<file path="src/rtl/bqsl_pkg.sv">
// Package for the bounded queue/stack/list unit: request and response
// structs, request and status codes, sequencer states, cell control struct.
// No dependencies.
package bqsl_pkg;

    // Request codes
    typedef enum logic [2:0] {
        OP_PUSH       = 3'd0,
        OP_POP_FRONT  = 3'd1,
        OP_PEEK_FRONT = 3'd2,
        OP_POP_BACK   = 3'd3,
        OP_PEEK_BACK  = 3'd4,
        OP_GET        = 3'd5,
        OP_CONTAINS   = 3'd6,
        OP_CLEAR      = 3'd7
    } op_t;

    // Status codes
    typedef enum logic [1:0] {
        ST_OK    = 2'd0,
        ST_FULL  = 2'd1,
        ST_EMPTY = 2'd2,
        ST_RANGE = 2'd3
    } status_t;

    // Sequencer states
    typedef enum logic {
        S_IDLE   = 1'b0,
        S_SEARCH = 1'b1
    } state_t;

    // One stored element
    typedef struct packed {
        logic signed [31:0] second;
        logic signed [31:0] first;
    } elem_t;

    // Request transaction
    typedef struct packed {
        logic [2:0]         kind;
        logic signed [31:0] element_first;
        logic signed [31:0] element_second;
        logic [7:0]         position;
    } req_t;

    // Response transaction
    typedef struct packed {
        logic [1:0]         status;
        logic signed [31:0] value_first;
        logic signed [31:0] value_second;
        logic               found;
        logic [8:0]         count;
        logic               is_full_flag;
        logic               is_empty_flag;
    } rsp_t;

    // Per-cycle control broadcast to every cell
    typedef struct packed {
        logic push;   // cell at the write index loads the push element
        logic shift;  // every cell takes its right neighbor
        logic wrap;   // cell at the wrap index takes the head instead
    } cell_ctl_t;

endpackage

</file>
<file path="src/rtl/bqsl_ctrl.sv">
// Sequencer for the unit: element count, request decode, search walk,
// registered response and the element kind register.
// Depends on bqsl_pkg.
module bqsl_ctrl #(
    parameter int CAPACITY = 256,
    parameter int IDX_W    = 8,
    parameter int CNT_W    = 9
) (
    input  logic              clk,
    input  logic              rst_n,
    input  logic              start,
    output logic              busy,
    input  bqsl_pkg::req_t    req,
    input  logic              cfg_wr_en,
    input  logic              cfg_wr_data,
    input  bqsl_pkg::elem_t   head,
    input  bqsl_pkg::elem_t   rd_data,
    output bqsl_pkg::cell_ctl_t ctl,
    output logic [IDX_W-1:0]  wr_idx,
    output logic [IDX_W-1:0]  wrap_idx,
    output logic [IDX_W-1:0]  rd_idx,
    output bqsl_pkg::elem_t   wr_data,
    output logic              done,
    output bqsl_pkg::rsp_t    rsp
);
    import bqsl_pkg::*;

    localparam logic [CNT_W-1:0] CAP_CNT = CNT_W'(CAPACITY);
    localparam logic [CNT_W-1:0] ONE_CNT = CNT_W'(1);

    state_t           state_reg, state_next;
    logic [CNT_W-1:0] count_reg, count_next;
    logic [CNT_W-1:0] walk_reg, walk_next;
    logic             found_reg, found_next;
    elem_t            key_reg, key_next;
    logic             kind_cfg_reg;
    logic             done_reg, done_next;
    rsp_t             rsp_reg, rsp_next;

    logic             accept;
    logic             list_vacant;
    logic             is_full;
    logic [CNT_W-1:0] count_m1;
    logic             pos_bad;
    logic             hit;
    logic [1:0]       status;
    elem_t            value;
    logic             found_out;

    assign accept      = start && (state_reg == S_IDLE);
    assign busy        = (state_reg == S_SEARCH);
    assign list_vacant = (count_reg == '0);
    assign is_full     = (count_reg == CAP_CNT);
    assign count_m1    = count_reg - ONE_CNT;
    assign pos_bad     = (32'(req.position) >= 32'(count_reg));

    // Cell addressing: push at the tail, wrap at the last held element
    assign wr_idx   = count_reg[IDX_W-1:0];
    assign wrap_idx = count_m1[IDX_W-1:0];
    assign rd_idx   = (req.kind == OP_GET) ? IDX_W'(req.position) : count_m1[IDX_W-1:0];
    assign wr_data  = '{second: req.element_second, first: req.element_first};

    // Search compare against the element at the head of the chain
    assign hit = (head.first == key_reg.first)
              && (!kind_cfg_reg || (head.second == key_reg.second));

    // Next state
    always_comb
    begin
        state_next = state_reg;
        case (state_reg)
            S_IDLE:
            begin
                if (accept && (req.kind == OP_CONTAINS) && !list_vacant)
                    state_next = S_SEARCH;
            end
            S_SEARCH:
            begin
                if (walk_reg == ONE_CNT)
                    state_next = S_IDLE;
            end
            default: state_next = S_IDLE;
        endcase
    end

    // Datapath control and response
    always_comb
    begin
        ctl        = '0;
        count_next = count_reg;
        walk_next  = walk_reg;
        found_next = found_reg;
        key_next   = key_reg;
        done_next  = 1'b0;
        status     = ST_OK;
        value      = '0;
        found_out  = 1'b0;
        case (state_reg)
            S_IDLE:
            begin
                if (accept)
                begin
                    done_next = 1'b1;
                    case (req.kind)
                        OP_PUSH:
                        begin
                            if (is_full)
                                status = ST_FULL;
                            else
                            begin
                                ctl.push   = 1'b1;
                                count_next = count_reg + ONE_CNT;
                            end
                        end
                        OP_POP_FRONT, OP_PEEK_FRONT:
                        begin
                            if (list_vacant)
                                status = ST_EMPTY;
                            else
                            begin
                                value = head;
                                if (req.kind == OP_POP_FRONT)
                                begin
                                    ctl.shift  = 1'b1;
                                    count_next = count_m1;
                                end
                            end
                        end
                        OP_POP_BACK, OP_PEEK_BACK:
                        begin
                            if (list_vacant)
                                status = ST_EMPTY;
                            else
                            begin
                                value = rd_data;
                                if (req.kind == OP_POP_BACK)
                                    count_next = count_m1;
                            end
                        end
                        OP_GET:
                        begin
                            if (pos_bad)
                                status = ST_RANGE;
                            else
                                value = rd_data;
                        end
                        OP_CONTAINS:
                        begin
                            // empty list answers at once; otherwise walk
                            if (!list_vacant)
                            begin
                                done_next  = 1'b0;
                                walk_next  = count_reg;
                                found_next = 1'b0;
                                key_next   = wr_data;
                            end
                        end
                        OP_CLEAR:
                        begin
                            count_next = '0;
                        end
                        default: status = ST_OK;
                    endcase
                end
            end
            S_SEARCH:
            begin
                // rotate the held elements once around the chain
                ctl.shift  = 1'b1;
                ctl.wrap   = 1'b1;
                walk_next  = walk_reg - ONE_CNT;
                found_next = found_reg | hit;
                if (walk_reg == ONE_CNT)
                begin
                    done_next = 1'b1;
                    found_out = found_reg | hit;
                end
            end
            default: done_next = 1'b0;
        endcase

        rsp_next.status        = status;
        rsp_next.value_first   = value.first;
        rsp_next.value_second  = value.second;
        rsp_next.found         = found_out;
        rsp_next.count         = 9'(count_next);
        rsp_next.is_full_flag  = (count_next == CAP_CNT);
        rsp_next.is_empty_flag = (count_next == '0);
    end

    // Control registers
    always_ff @(posedge clk or negedge rst_n)
    begin
        if (!rst_n)
        begin
            state_reg    <= S_IDLE;
            count_reg    <= '0;
            done_reg     <= 1'b0;
            kind_cfg_reg <= 1'b0;
        end
        else
        begin
            state_reg <= state_next;
            count_reg <= count_next;
            done_reg  <= done_next;
            if (cfg_wr_en)
                kind_cfg_reg <= cfg_wr_data;
        end
    end

    // Payload registers
    always_ff @(posedge clk)
    begin
        walk_reg  <= walk_next;
        found_reg <= found_next;
        key_reg   <= key_next;
        rsp_reg   <= rsp_next;
    end

    assign done = done_reg;
    assign rsp  = rsp_reg;

endmodule

</file>
<file path="config.mk">
export PLATFORM = sky130hd
export DESIGN_NAME = bqsl_ctrl
export DESIGN_NICKNAME = d
export VERILOG_FILES = /design/src/rtl/bqsl_pkg.sv /design/src/rtl/bqsl_ctrl.sv
export SDC_FILE = /design/constraint.sdc
export NUM_CORES = 1
export LEC_CHECK = 0
export ABC_AREA = 0
export BUFFER_PORTS_ARGS = -buffer_cell sky130_fd_sc_hd__buf_4
export CELL_PAD_IN_SITES_DETAIL_PLACEMENT = 1
export CELL_PAD_IN_SITES_GLOBAL_PLACEMENT = 1
export CORE_UTILIZATION = 30
export CTS_BUF_LIST = sky130_fd_sc_hd__clkbuf_4 sky130_fd_sc_hd__clkbuf_8
export DETAILED_ROUTE_END_ITERATION = 12
export GPL_ROUTABILITY_DRIVEN = 0
export GPL_TIMING_DRIVEN = 0
export PLACE_DENSITY_LB_ADDON = 0.2
export SETUP_SLACK_MARGIN = 0.1
export SLEW_MARGIN = 0
export SYNTH_ARGS = -nofsm -noshare
export SYNTH_HDL_FRONTEND = slang
export SYNTH_SLANG_ARGS = --single-unit
</file>
<file path="constraint.sdc">
create_clock -name clk -period 3.44 [get_ports clk]
set_input_delay 0.172 -clock clk [delete_from_list [all_inputs] [get_ports clk]]
set_output_delay 0.172 -clock clk [all_outputs]
set_load 0.1 [all_outputs]
</file>
==> impl_metrics.tcl <==
set metrics [dict create \
    status "complete, no violations" \
    critical_path_class "flop to flop" \
    h-tree-depth 4 \
    clockRootBuffer "clkbuf_8" \
    wl_met3_um 2030 \
    vias 8255 \
    grt_pass1_vias 9118 \
    vias_per_cell 4.85 \
    fmax_mhz 314 \
    hold-worst-slack_ps 72.6 \
    postRouteAntennaNets 0 \
    dp_hpwl_um 23900 \
    netlist_top_cells_count "a21oi_1 (85), nand2_1 (81), dfxtp_1 (78)" \
    critPathLaunchType "flop" \
    fin_area_um2 13500 \
    cts_buffers 17 \
    reg2reg_from "count_reg[0]" \
    num_rows 58 \
    yosysMostFrequentCell "a21oi_1" \
    fin_crit_sh_pct 92.6 \
    postSynthCellCount 762 \
    die_area_um2 26500 \
    largest_register_ffs 78 \
    synth_top_area_cell "edfxtp_1" \
    tightest_slew_ps 950 \
    final_nets 1578 \
    crit_path_end_kind "flop" \
    grt_max_degree 52 \
    p_per_area_nw_per_um2 664 \
    synthesis.area_um2 7770 \
    synth_edf_count 74 \
    finalClockSkew_ps 18.1 \
    synthesis.nets 983 \
    routedWlPerCell_um 21.5 \
    clockBufferDepth 2 \
    path_clk_slew_ps 110 \
    netlist.area_leader.share_pct 28.6 \
    cp_data_required_time_ps 3830 \
    drive_gt1_share_pct 38.5 \
    max_slew_margin_pct 36.5 \
    synthArstFlopShare_pct 7.32 \
    firstDrtPassIters 4 \
    reg2reg_slack_ps 260 \
    maxCapViolations 0 \
    peakVddDrop_mv 1.30 \
    yosysUniqueCellTypes 59 \
    hold_viol 0 \
    antenna_found_initial 4 \
    io_buffers 378 \
    area_growth_pct 73.7 \
    grt-ovfl-total 0 \
    yosysWarnings 0 \
    track_usage_pct 26.9 \
    wl_met1_um 13800 \
    min_period_ps 3180 \
    ys_seq_area_share_pct 52.6 \
    cts_tree "yes" \
    crit_start "count_reg[0]" \
    crit_fanout 9 \
    num_io_pins 379 \
    wl_met2_um 19400 \
    initial_core_util_pct 30.7 \
    slew_viol_final 0 \
    reg2regPathDepth 9 \
    dr.first_iter.drc_count 405 \
    setup_violations 0 \
    drcViolationCount 0 \
    top_layer "met5" \
    grt_setup_unrepaired "yes" \
    die_w_um 163 \
    arrival_ps 3580 \
    die_h_um 163 \
    core_area_um2 25300 \
    synth_top_flop_cell "dfxtp_1" \
    endpoint "rsp[1]" \
    r2r_end "rsp[1]" \
    synth_seq_cells 164 \
    syn-mean-instance-area_um2 10.2 \
    drt_wl_total_um 36600 \
    hp-class "input pin to async pin" \
    yosys-top-cells-area "edfxtp_1 (29%), dfxtp_1 (20%), buf_4 (7.2%)" \
    power.leakage_nw 5.73 \
    cts_num_sinks 164 \
    placed_area_um2 11100 \
    grt_first_pass_wirelength_um 53200 \
    clk_latency_ps 470 \
]
-- worst max-delay path, stage by stage (launching register included) --
cell and delay, ps:
dfrtp_1 560, clkinvlp_4 220, ha_1 340, or3b_2 550, nor3_1 200, xnor2_1 250, nor2_1 90, a211o_1 290
or3b_4 430, nor3b_2 160
-- layout make-up --
class                      instances  area [um2]
tap                              330         413
buffer                           114         741
timing repair buffer             575        4840
fill                            2828       11800
multi-input combinational        468        2950
clock buffer                      17         234
antenna                            3        7.51
clock inverter                    15         156
inverter                          17        67.6
sequential                       164        4080
-- how the worst min path moves through the flow --
stage                               to  depth (start not counted)
after global routing      count_reg[5]                          2
after detailed placement  count_reg[3]                          1
final                     count_reg[6]                          2
after floorplan                   busy                          0
after CTS                 count_reg[5]                          2
after global placement    count_reg[6]                          1
-- cell families (layout without fill, tap and decap cells) --
logic type	Yosys count	in the layout	synth area share [%]
AOI/OAI and AO/OA	191	192	13.7
xor gates and xnor gates	76	76	8.57
adders and majority gates	13	13	2.09
DFF	164	164	52.6
buffers and inverters	131	738	10.3
other	0	3	0
muxes	6	6	0.854
and+or+nand+nor	181	181	11.9
-- cell usage in the layout (no fill, tap or decap), types with 3 or more instances in the layout --
cell type,synthesis,routed
buf_2,5,5
nand2_1,81,81
clkbuf_1,31,29
dlygate4sd3_1,0,195
clkbuf_8,0,17
inv_8,0,4
nand4_1,12,12
xor2_1,35,34
o21ai_0,71,69
clkinvlp_4,0,3
a31oi_1,4,4
edfxtp_1,74,74
o221a_2,3,3
inv_6,0,7
or3_1,3,3
diode_2,0,3
nor3_1,12,12
a21o_1,3,3
nand3_1,7,7
a21oi_1,85,83
and2_1,5,4
dfrtp_1,12,12
o31ai_1,3,3
nor2b_1,5,5
mux2_2,5,5
buf_4,75,453
nand2b_1,4,4
nor2_1,25,24
inv_1,17,16
ha_1,13,13
dfxtp_1,78,78
nor4_1,14,14
buf_6,3,3
xnor2_1,41,39
-- stage by stage --
stage          instances  util [%]  setup TNS [ps]  total power (W)  setup slack (ps)
3_5_place_dp        1471      43.8           -6140          0.00725              -212
6_report            1703      53.3               0          0.00896               256
4_1_cts             1698      53.0               0          0.00890               122
3_3_place_gp        1470      43.7          -15540          0.00721              -234
5_1_grt             1703      53.3               0          0.00931              72.5
2_1_floorplan        762         -           -92.7          0.00607             -92.7
-- where the power goes --
part | internal, W | switching (W) | total, W
sequential | 0.00227 | 0.000148 | 0.00242
clock | 0.000607 | 0.000861 | 0.00147
combinational | 0.00136 | 0.00371 | 0.00507
total | 0.00424 | 0.00472 | 0.00896
-- routing by layer --
metal  vias up  global-route usage, %
li1       3792                      -
met1      4048                   29.3
met2       328                   48.9
met3        85                   6.39
met4         2                   12.7
met5         -                      0
-- timing repair --
item	CTS	global route
endpoints found under the setup margin	60	60
hold buffers	195	0
setup buffers	0	1
hold endpoints to repair	141	0
gates cloned	0	1
resized for setup	2	9
Power figures use the tool's default switching activity.
