File: src/rtl/bqsl_pkg.sv
// Package for the bounded queue/stack/list unit: request and response
// structs, request and status codes, sequencer states, cell control struct.
// No dependencies.
package bqsl_pkg;

    // Request codes
    typedef enum logic [2:0] {
        OP_PUSH       = 3'd0,
        OP_POP_FRONT  = 3'd1,
        OP_PEEK_FRONT = 3'd2,
        OP_POP_BACK   = 3'd3,
        OP_PEEK_BACK  = 3'd4,
        OP_GET        = 3'd5,
        OP_CONTAINS   = 3'd6,
        OP_CLEAR      = 3'd7
    } op_t;

    // Status codes
    typedef enum logic [1:0] {
        ST_OK    = 2'd0,
        ST_FULL  = 2'd1,
        ST_EMPTY = 2'd2,
        ST_RANGE = 2'd3
    } status_t;

    // Sequencer states
    typedef enum logic {
        S_IDLE   = 1'b0,
        S_SEARCH = 1'b1
    } state_t;

    // One stored element
    typedef struct packed {
        logic signed [31:0] second;
        logic signed [31:0] first;
    } elem_t;

    // Request transaction
    typedef struct packed {
        logic [2:0]         kind;
        logic signed [31:0] element_first;
        logic signed [31:0] element_second;
        logic [7:0]         position;
    } req_t;

    // Response transaction
    typedef struct packed {
        logic [1:0]         status;
        logic signed [31:0] value_first;
        logic signed [31:0] value_second;
        logic               found;
        logic [8:0]         count;
        logic               is_full_flag;
        logic               is_empty_flag;
    } rsp_t;

    // Per-cycle control broadcast to every cell
    typedef struct packed {
        logic push;   // cell at the write index loads the push element
        logic shift;  // every cell takes its right neighbor
        logic wrap;   // cell at the wrap index takes the head instead
    } cell_ctl_t;

endpackage

File: src/rtl/bqsl_cell.sv
// One storage cell of the element chain: holds one element and takes its
// right neighbor on a shift, or the head element at the wrap point.
// Depends on bqsl_pkg.
module bqsl_cell #(
    parameter int IDX_W = 8,
    parameter int INDEX = 0
) (
    input  logic               clk,
    input  bqsl_pkg::cell_ctl_t ctl,
    input  logic [IDX_W-1:0]   wr_idx,
    input  logic [IDX_W-1:0]   wrap_idx,
    input  bqsl_pkg::elem_t    wr_data,
    input  bqsl_pkg::elem_t    right,
    input  bqsl_pkg::elem_t    head,
    output bqsl_pkg::elem_t    q
);
    import bqsl_pkg::*;

    localparam logic [IDX_W-1:0] MY_IDX = IDX_W'(INDEX);

    elem_t data_reg;
    elem_t data_next;

    // Load, shift toward the front, or wrap the head around to the tail
    always_comb
    begin
        data_next = data_reg;
        if (ctl.push && (wr_idx == MY_IDX))
        begin
            data_next = wr_data;
        end
        else if (ctl.shift)
        begin
            if (ctl.wrap && (wrap_idx == MY_IDX))
                data_next = head;
            else
                data_next = right;
        end
    end

    always_ff @(posedge clk)
    begin
        data_reg <= data_next;
    end

    assign q = data_reg;

endmodule

File: config.mk
export PLATFORM = sky130hd
export DESIGN_NAME = bqsl_cell
export DESIGN_NICKNAME = d
export VERILOG_FILES = /design/src/rtl/bqsl_pkg.sv /design/src/rtl/bqsl_cell.sv
export SDC_FILE = /design/constraint.sdc
export NUM_CORES = 1
export LEC_CHECK = 0
export BUFFER_PORTS_ARGS = -buffer_cell sky130_fd_sc_hd__buf_4
export CAP_MARGIN = 20
export CORE_AREA = 2 2 106 108
export DETAILED_ROUTE_END_ITERATION = 6
export DIE_AREA = 0 0 108 110
export HOLD_SLACK_MARGIN = 0.12
export PLACE_DENSITY = 0.81
export SLEW_MARGIN = 10
export SYNTH_ARGS = -nofsm -noshare
export SYNTH_HDL_FRONTEND = slang
export SYNTH_SLANG_ARGS = --single-unit
export TNS_END_PERCENT = 20
File: constraint.sdc
create_clock -name clk -period 5.6 [get_ports clk]
set_input_delay 0.84 -clock clk [delete_from_list [all_inputs] [get_ports clk]]
set_output_delay 0.84 -clock clk [all_outputs]
set_load 0.02 [all_outputs]
==> flow_metrics.py, run 1 <==
metrics = {
    "setup_path": {
        "critPathMaxStageDelay_ns": 0.70,
        "cp.depth": 6,
        "setup.worst_path.start": "wr_idx[4]",
        "crit_family": "simple AND/OR/NAND/NOR gates",
        "path_cells": "buf_4 > or4b_2 > buf_4 > or3_2 > nand2b_2 > buf_4",
        "slowest_stage": "nand2b_2",
        "endpoint": "q[33]",
        "path_common_cell": "buf_4",
        "crit_path_start_kind": "primary input",
        "worstPathArrival_ns": 3.75,
        "worstPathMaxFanout": 65,
        "path_class": "in -> reg",
        "path_buf_inv": 3,
        "worstPathRequired_ns": 5.59,
        "cp-end-kind": "flip-flop",
    },
    "min_path": {
        "min-delay-path-class": "in -> reg",
    },
    "logic_synthesis": {
        "synth_area_per_cell_um2": 10.0,
        "yosys_warnings": 0,
        "synth_cells": 399,
        "synthArstFlopShare_pct": 0,
        "synth_flop_cell": "edfxtp_1",
        "synth_edf_count": 64,
        "synth_commonest_cells": "a31oi_1, edfxtp_1, nand4_1, nor4_1, o31ai_1",
        "ys_types": 17,
        "yosysTopAreaCellShare_pct": 48.2,
        "yosysSeqAreaShare_pct": 48.2,
        "netlist_top_cells_area": "edfxtp_1, o31ai_1, a31oi_1",
        "yosysTopAreaCell": "edfxtp_1",
        "syn_nets": 611,
        "ys_seq_elements": 64,
        "syn-cell-area_mm2": 0.00399,
    },
    "detailed_routing": {
        "wl_per_cell_um": 20.2,
        "wl_mm": 15.6,
        "vias": 4861,
        "viasPerCell": 6.30,
        "drt_iter0_drc": 508,
        "dr.pass1.iters": 5,
        "final_antenna_net_count": 0,
        "post-route-drc-count": 0,
    },
    "sta": {
        "tightest_slew_ns": 0.971,
        "drv_slew": 0,
        "finalHoldViolations": 0,
        "grt_setup_unrepaired": "false",
        "period_needed_ns": 3.76,
        "period_share_pct": 67.2,
        "fin_setup_tns_ns": 0,
        "finalSetupViolCount": 0,
        "fin_ws_ns": 1.84,
        "fmax_mhz": 266,
        "max_slew_margin_pct": 35.2,
    },
    "power": {
        "p_seq_share_pct": 45.3,
        "vdd_drop_max_uv": 181,
        "p_leak_nw": 2.32,
        "p_sw_w": 0.000353,
        "p_comb_share_pct": 25.7,
        "power.internal_w": 0.000938,
        "power_frac_clock_pct": 29.1,
        "p_sw_share_pct": 27.4,
        "total_power_w": 0.00129,
        "power_density_mw_per_mm2": 208,
    },
    "clock_tree": {
        "clkSinkCount": 64,
        "cts.htree.levels": 3,
        "cts_made_buffers": 9,
        "clockBufferDepth": 2,
        "cts_setup_buffers": 0,
        "clockRootBuffer": "clkbuf_8",
        "path_clk_slew_ns": 0.08,
        "post_cts_resized": 0,
        "cts_tree": "built",
        "holdBufCountCts": 0,
    },
    "layout": {
        "n_antenna_cell": 0,
        "fin_util_pct": 58.1,
        "multiInputGateArea_mm2": 0.00180,
        "nets": 838,
        "regArea_mm2": 0.00192,
        "synthToLayoutAreaGrowth_pct": 55.9,
        "fillers": 933,
        "largest_reg_flops": 64,
        "drive_above_1_share_pct": 48.8,
        "final-instance-count-excl-fill": 771,
    },
    "die": {
        "start_util_pct": 37.3,
        "rows": 38,
        "io_pins": 276,
        "fp.dieH_um": 110,
        "die_area_mm2": 0.0119,
        "core_mm2": 0.0107,
        "die_w_um": 108,
    },
    "placed_design": {
        "port_buffers": 275,
        "pre_cts_ws_ns": 1.54,
        "gp_congestion": 0.833,
        "dp_hpwl_mm": 10.4,
        "dp.cells": 755,
    },
    "global_routing": {
        "grt_pass1_wl_mm": 22.6,
        "antenna_found_initial": 0,
        "grt_overflow_total": 0,
        "first_global_vias": 4563,
        "grtUsageTotal_pct": 24.4,
        "grt_max_degree": 66,
    },
    "run_status": {
        "status": "finished clean",
    },
    "run": {
        "maxCapViolCount": 0,
    },
}
## kinds of logic after synthesis
kind of cell	count (synthesis)	synth area share, %
DFF	64	48.2
and+or+nand+nor	139	22.0
AOI/OAI and AO/OA	128	22.1
buffers and inverters	68	7.71
## cell type report
class | instances | share of cell area, %
clock inverter | 4 | 0.724
clock buffer | 12 | 2.17
timing repair buffer | 284 | 34.5
multi-input combinational | 267 | 28.9
sequential | 64 | 30.9
tap | 140 | 2.82
## routing by layer
layer  global-route usage [%]  up-vias  wire (um)  part of all wire (%)
li1                         -     2192          -                     -
met1                     29.4     2215       5580                    36
met2                     42.5      409       7780                    50
met3                     5.00       45       1800                    12
met4                     10.3        0        431                   2.8
met5                        0        -          0                     0
## power groups by stage
stage                     sequential, W  combinational [W]  clock (W)
after floorplan                0.000643          0.0000779          0
after global placement         0.000594           0.000321          0
after detailed placement       0.000595           0.000328          0
after CTS                      0.000585           0.000329   0.000387
after global routing           0.000588           0.000349   0.000407
final                          0.000585           0.000331   0.000375
## per-stage QoR
| stage | hold slack [ns] | area (um^2) |
|---|---|---|
| 4_1_cts | 0.855 | 6210 |
| 2_1_floorplan | 1.10 | 3990 |
| 3_3_place_gp | 1.19 | 6010 |
| 6_report | 0.873 | 6220 |
| 3_5_place_dp | 1.20 | 6030 |
| 5_1_grt | 0.856 | 6220 |
## layout by cell type (no fill, tap or decap), drive strengths merged
cell type,instances
buf,284
nor4,65
o31ai,64
nand4,64
a31oi,64
edfxtp,64
clkbuf,12
clkinv,3
or3,3
nand2b,2
or4,1
or2,1
or4b,1
nor2b,1
nor3,1
bufinv,1
## worst min path at each step
stage                start     to  slack [ns]  cells past startpoint
5_1_grt        wr_data[37]  q[37]        0.86                      3
3_5_place_dp   wr_data[38]  q[38]        1.20                      3
2_1_floorplan  wr_data[12]  q[12]        1.10                      2
3_3_place_gp   wr_data[63]  q[63]        1.19                      3
4_1_cts         wr_data[2]   q[2]        0.85                      3
6_report       wr_data[36]  q[36]        0.87                      3
(Power assumes the default switching activity.)
==> inputs of run 2 (changes only) <==
--- a/config.mk
+++ b/config.mk
@@ -7,11 +7,11 @@
 export LEC_CHECK = 0
 export BUFFER_PORTS_ARGS = -buffer_cell sky130_fd_sc_hd__buf_4
 export CAP_MARGIN = 20
-export CORE_AREA = 2 2 106 108
+export CORE_AREA = 2 2 107 109
 export DETAILED_ROUTE_END_ITERATION = 6
-export DIE_AREA = 0 0 108 110
+export DIE_AREA = 0 0 109 111
 export HOLD_SLACK_MARGIN = 0.12
-export PLACE_DENSITY = 0.81
+export PLACE_DENSITY = 0.8
 export SLEW_MARGIN = 10
 export SYNTH_ARGS = -nofsm -noshare
 export SYNTH_HDL_FRONTEND = slang
==> constraint.sdc (replaced) <==
create_clock -name clk -period 3.65 [get_ports clk]
set_input_delay 0.5475 -clock clk [delete_from_list [all_inputs] [get_ports clk]]
set_output_delay 0.5475 -clock clk [all_outputs]
set_load 0.02 [all_outputs]
==> flow_metrics.py, run 2 (synthesis results as in run 1) <==
metrics = {
    "detailed_routing": {
        "met1_length_mm": 5.63,
        "vias": 4899,
        "dr.pass1.iters": 5,
        "wl_mm": 15.6,
        "wl_met2_mm": 7.57,
        "viasPerCell": 6.29,
        "final_antenna_net_count": 0,
        "wl_per_cell_um": 20.1,
        "post-route-drc-count": 0,
        "drt_iter0_drc": 583,
        "dr_wl_met3_mm": 1.78,
        "dr.max_layer_used": "met4",
    },
    "clock_tree": {
        "cts_setup_buffers": 0,
        "clockBufferDepth": 2,
        "cts_made_buffers": 9,
        "holdBufCountCts": 0,
        "post_cts_resized": 0,
        "clkSinkCount": 64,
        "clockRootBuffer": "clkbuf_16",
        "cts.htree.levels": 3,
        "path_clk_slew_ns": 0.06,
        "cts_tree": "built",
    },
    "setup_path": {
        "worstPathArrival_ns": 2.54,
        "crit_path_start_kind": "primary input",
        "path_class": "in -> reg",
        "critPathMaxStageDelay_ns": 0.68,
        "path_buf_inv": 2,
        "worstPathMaxFanout": 25,
        "slowest_stage": "or4b_2",
        "crit_family": "simple AND/OR/NAND/NOR gates",
        "path_cells": "buf_4 > or4b_2 > or3_2 > nand2b_2 > buf_12",
        "worstPathRequired_ns": 3.67,
        "cp-end-kind": "flip-flop",
        "setup.worst_path.start": "wr_idx[4]",
    },
    "power": {
        "p_leak_nw": 2.42,
        "power_density_mw_per_mm2": 360,
        "vdd_drop_max_uv": 178,
        "total_power_w": 0.00232,
    },
    "die": {
        "io_pins": 276,
        "core_mm2": 0.0111,
        "die_w_um": 109,
        "start_util_pct": 36.0,
        "rows": 39,
        "die_area_mm2": 0.0121,
        "fp.dieH_um": 111,
    },
    "run": {
        "maxCapViolCount": 0,
    },
    "sta": {
        "max_slew_margin_pct": 45.6,
        "finalHoldViolations": 0,
        "period_share_pct": 69.1,
        "drv_slew": 0,
        "finalSetupViolCount": 0,
        "fin_setup_tns_ns": 0,
        "fin_ws_ns": 1.13,
        "fmax_mhz": 397,
        "tightest_slew_ns": 0.815,
        "grt_setup_unrepaired": "false",
        "period_needed_ns": 2.52,
    },
    "layout": {
        "fin_util_pct": 58.1,
        "nets": 843,
        "largest_reg_flops": 64,
        "drive_above_1_share_pct": 49.5,
        "n_antenna_cell": 0,
        "synthToLayoutAreaGrowth_pct": 61.2,
        "layout_commonest_cell": "buf_4",
    },
    "placed_design": {
        "pre_cts_ws_ns": 0.801,
        "dp_hpwl_mm": 10.8,
        "port_buffers": 275,
        "gp_congestion": 0.872,
    },
    "global_routing": {
        "first_global_vias": 4779,
        "grtUsageTotal_pct": 24.6,
        "grt_pass1_wl_mm": 23.5,
        "grt_overflow_total": 0,
        "antenna_found_initial": 0,
        "grt_max_degree": 65,
    },
    "min_path": {
        "min-delay-path-class": "in -> reg",
        "hp-start": "wr_data[54]",
    },
    "run_status": {
        "status": "finished clean",
    },
}
==> run 2: layout make-up <==
| cell class | count | area, um^2 |
|---|---|---|
| clock buffers | 9 | 225 |
| multi-input cells | 267 | 1790 |
| flip-flops and latches | 64 | 1920 |
| fillers | 943 | 4640 |
| well taps | 143 | 179 |
| clock inverters | 7 | 95.1 |
| repair buffers | 289 | 2220 |
==> run 2: tightest hold or removal path: stages <==
cell and delay [ns]:
buf_4 0.07, nor4_1 0.03, a31oi_1 0.12
==> run 2: per-stage QoR <==
| step | instance area (um^2) | hold slack (ns) | instances |
|---|---|---|---|
| 2_1_floorplan | 3990 | 0.807 | 399 |
| 3_3_place_gp | 6090 | 0.909 | 762 |
| 3_5_place_dp | 6110 | 0.904 | 763 |
| 4_1_cts | 6430 | 0.567 | 779 |
| 5_1_grt | 6430 | 0.596 | 779 |
| 6_report | 6430 | 0.581 | 779 |
==> run 2: path summary, 6_finish.rpt <==
| kind | end | cells after the start |
|---|---|---|
| setup / recovery | q[26] | 5 |
| hold / removal | q[54] | 3 |
==> run 2: routing by layer <==
metal / vias up / GRT usage, %
met5: - / 0
met4: 0 / 12.6
met3: 57 / 4.82
met2: 413 / 41.4
met1: 2228 / 29.4
li1: 2201 / -
==> run 2: where the power goes <==
group | internal [W] | leakage, nW | total, W | switching (W)
Sequential | 0.000877 | 0.626 | 0.000897 | 0.0000197
Combinational | 0.000255 | 1.63 | 0.000517 | 0.000262
Clock | 0.000598 | 0.157 | 0.000903 | 0.000305
Total | 0.00173 | 2.42 | 0.00232 | 0.000586
==> inputs of run 3 (changes only) <==
==> constraint.sdc (replaced) <==
create_clock -name clk -period 2.6 [get_ports clk]
set_input_delay 0.39 -clock clk [delete_from_list [all_inputs] [get_ports clk]]
set_output_delay 0.39 -clock clk [all_outputs]
set_load 0.02 [all_outputs]
==> flow_metrics.py, run 3 (synthesis results as in run 1) <==
metrics = {
    "power": {
        "vdd_drop_max_uv": 390,
        "p_leak_nw": 2.40,
        "total_power_w": 0.00316,
        "power_density_mw_per_mm2": 493,
    },
    "setup_path": {
        "cp-end-kind": "flip-flop",
        "path_class": "in -> reg",
        "worstPathRequired_ns": 2.75,
        "worstPathArrival_ns": 2.33,
        "setup.worst_path.start": "wr_idx[4]",
        "crit_path_start_kind": "primary input",
        "worstPathMaxFanout": 64,
    },
    "die": {
        "die_area_mm2": 0.0121,
        "rows": 39,
        "fp.dieH_um": 111,
        "core_mm2": 0.0111,
        "die_w_um": 109,
        "io_pins": 276,
        "start_util_pct": 36.0,
    },
    "clock_tree": {
        "holdBufCountCts": 0,
        "cts.htree.levels": 3,
        "post_cts_resized": 0,
        "cts_setup_buffers": 0,
        "cts_made_buffers": 9,
        "cts_tree": "built",
        "path_clk_slew_ns": 0.06,
        "clockRootBuffer": "clkbuf_16",
        "clkSinkCount": 64,
        "clockBufferDepth": 2,
    },
    "sta": {
        "max_slew_margin_pct": 50.4,
        "finalSetupViolCount": 0,
        "tightest_slew_ns": 0.744,
        "fin_setup_tns_ns": 0,
        "period_share_pct": 84.0,
        "drv_slew": 0,
        "fmax_mhz": 458,
        "period_needed_ns": 2.18,
        "grt_setup_unrepaired": "false",
        "finalHoldViolations": 0,
    },
    "layout": {
        "largest_reg_flops": 64,
        "design_area_mm2": 0.00642,
        "drive_above_1_share_pct": 49.2,
        "regArea_mm2": 0.00192,
        "multiInputGateArea_mm2": 0.00180,
        "nets": 843,
        "synthToLayoutAreaGrowth_pct": 60.9,
        "n_antenna_cell": 0,
        "layout_commonest_cell": "buf_4",
        "fillers": 960,
    },
    "placed_design": {
        "gp_congestion": 0.781,
        "port_buffers": 275,
        "dpl_cell_area_mm2": 0.00613,
        "dp_hpwl_mm": 10.7,
    },
    "global_routing": {
        "grtUsageTotal_pct": 25.6,
        "grt_pass1_wl_mm": 24.4,
        "grt_overflow_total": 0,
        "grt_max_degree": 65,
        "antenna_found_initial": 0,
        "first_global_vias": 4942,
    },
    "min_path": {
        "min-delay-path-class": "in -> reg",
        "hold_depth": 3,
        "hp-start": "wr_data[42]",
        "min_to": "q[42]",
    },
    "run": {
        "maxCapViolCount": 0,
    },
    "detailed_routing": {
        "wl_per_cell_um": 21.0,
        "vias": 4972,
        "final_antenna_net_count": 0,
        "wl_mm": 16.3,
        "viasPerCell": 6.38,
        "post-route-drc-count": 0,
        "dr.pass1.iters": 6,
        "drt_iter0_drc": 500,
    },
    "run_status": {
        "status": "finished clean",
    },
}
==> run 3: cell types whose count changed in the layout (fill, tap and decap cells not counted), sizes merged <==
cell,previous run,this run
inv,1,0
clkbuf,9,10
clkinv,4,2
clkinvlp,0,3
bufinv,2,1
==> run 3: final cells by class <==
type | count | share of cell area, %
clock buffer | 10 | 3.57
sequential | 64 | 29.9
clock inverter | 6 | 0.936
tap | 143 | 2.79
timing repair buffer | 289 | 34.8
multi-input combinational | 267 | 28.0
==> run 3: worst max-delay path by stage <==
stage,to
floorplan,q[0]
global placement,q[62]
detailed placement,q[62]
CTS,q[62]
global route,q[12]
finish,q[20]
==> run 3: worst max-delay path, stage by stage <==
cell and delay (ns):
buf_4 0.11, or4b_2 0.67, or3_2 0.52, buf_4 0.37
a31oi_1 0.25
==> run 3: layer usage <==
layer	track usage [%]	vias to the layer above	wire length, um
li1	-	2199	-
met1	29.9	2312	5660
met2	43.6	414	8290
met3	4.82	47	1840
met4	13.9	0	561
met5	0	-	0
==> run 3: through the flow <==
step / cells / worst slack [ns] / utilization, % / hold slack (ns)
3_3_place_gp: 763 / 0.176 / 55.3 / 0.743
5_1_grt: 779 / 0.336 / 57.9 / 0.428
4_1_cts: 779 / 0.443 / 57.9 / 0.413
3_5_place_dp: 763 / 0.111 / 55.3 / 0.751
2_1_floorplan: 399 / 0.292 / - / 0.649
6_report: 779 / 0.417 / 57.9 / 0.429
==> run 3: power by group <==
group | leakage (nW) | switching (W) | internal [W] | total (W)
Sequential | 0.626 | 0.0000289 | 0.00123 | 0.00126
Combinational | 1.64 | 0.000367 | 0.000360 | 0.000727
Clock | 0.130 | 0.000440 | 0.000736 | 0.00118
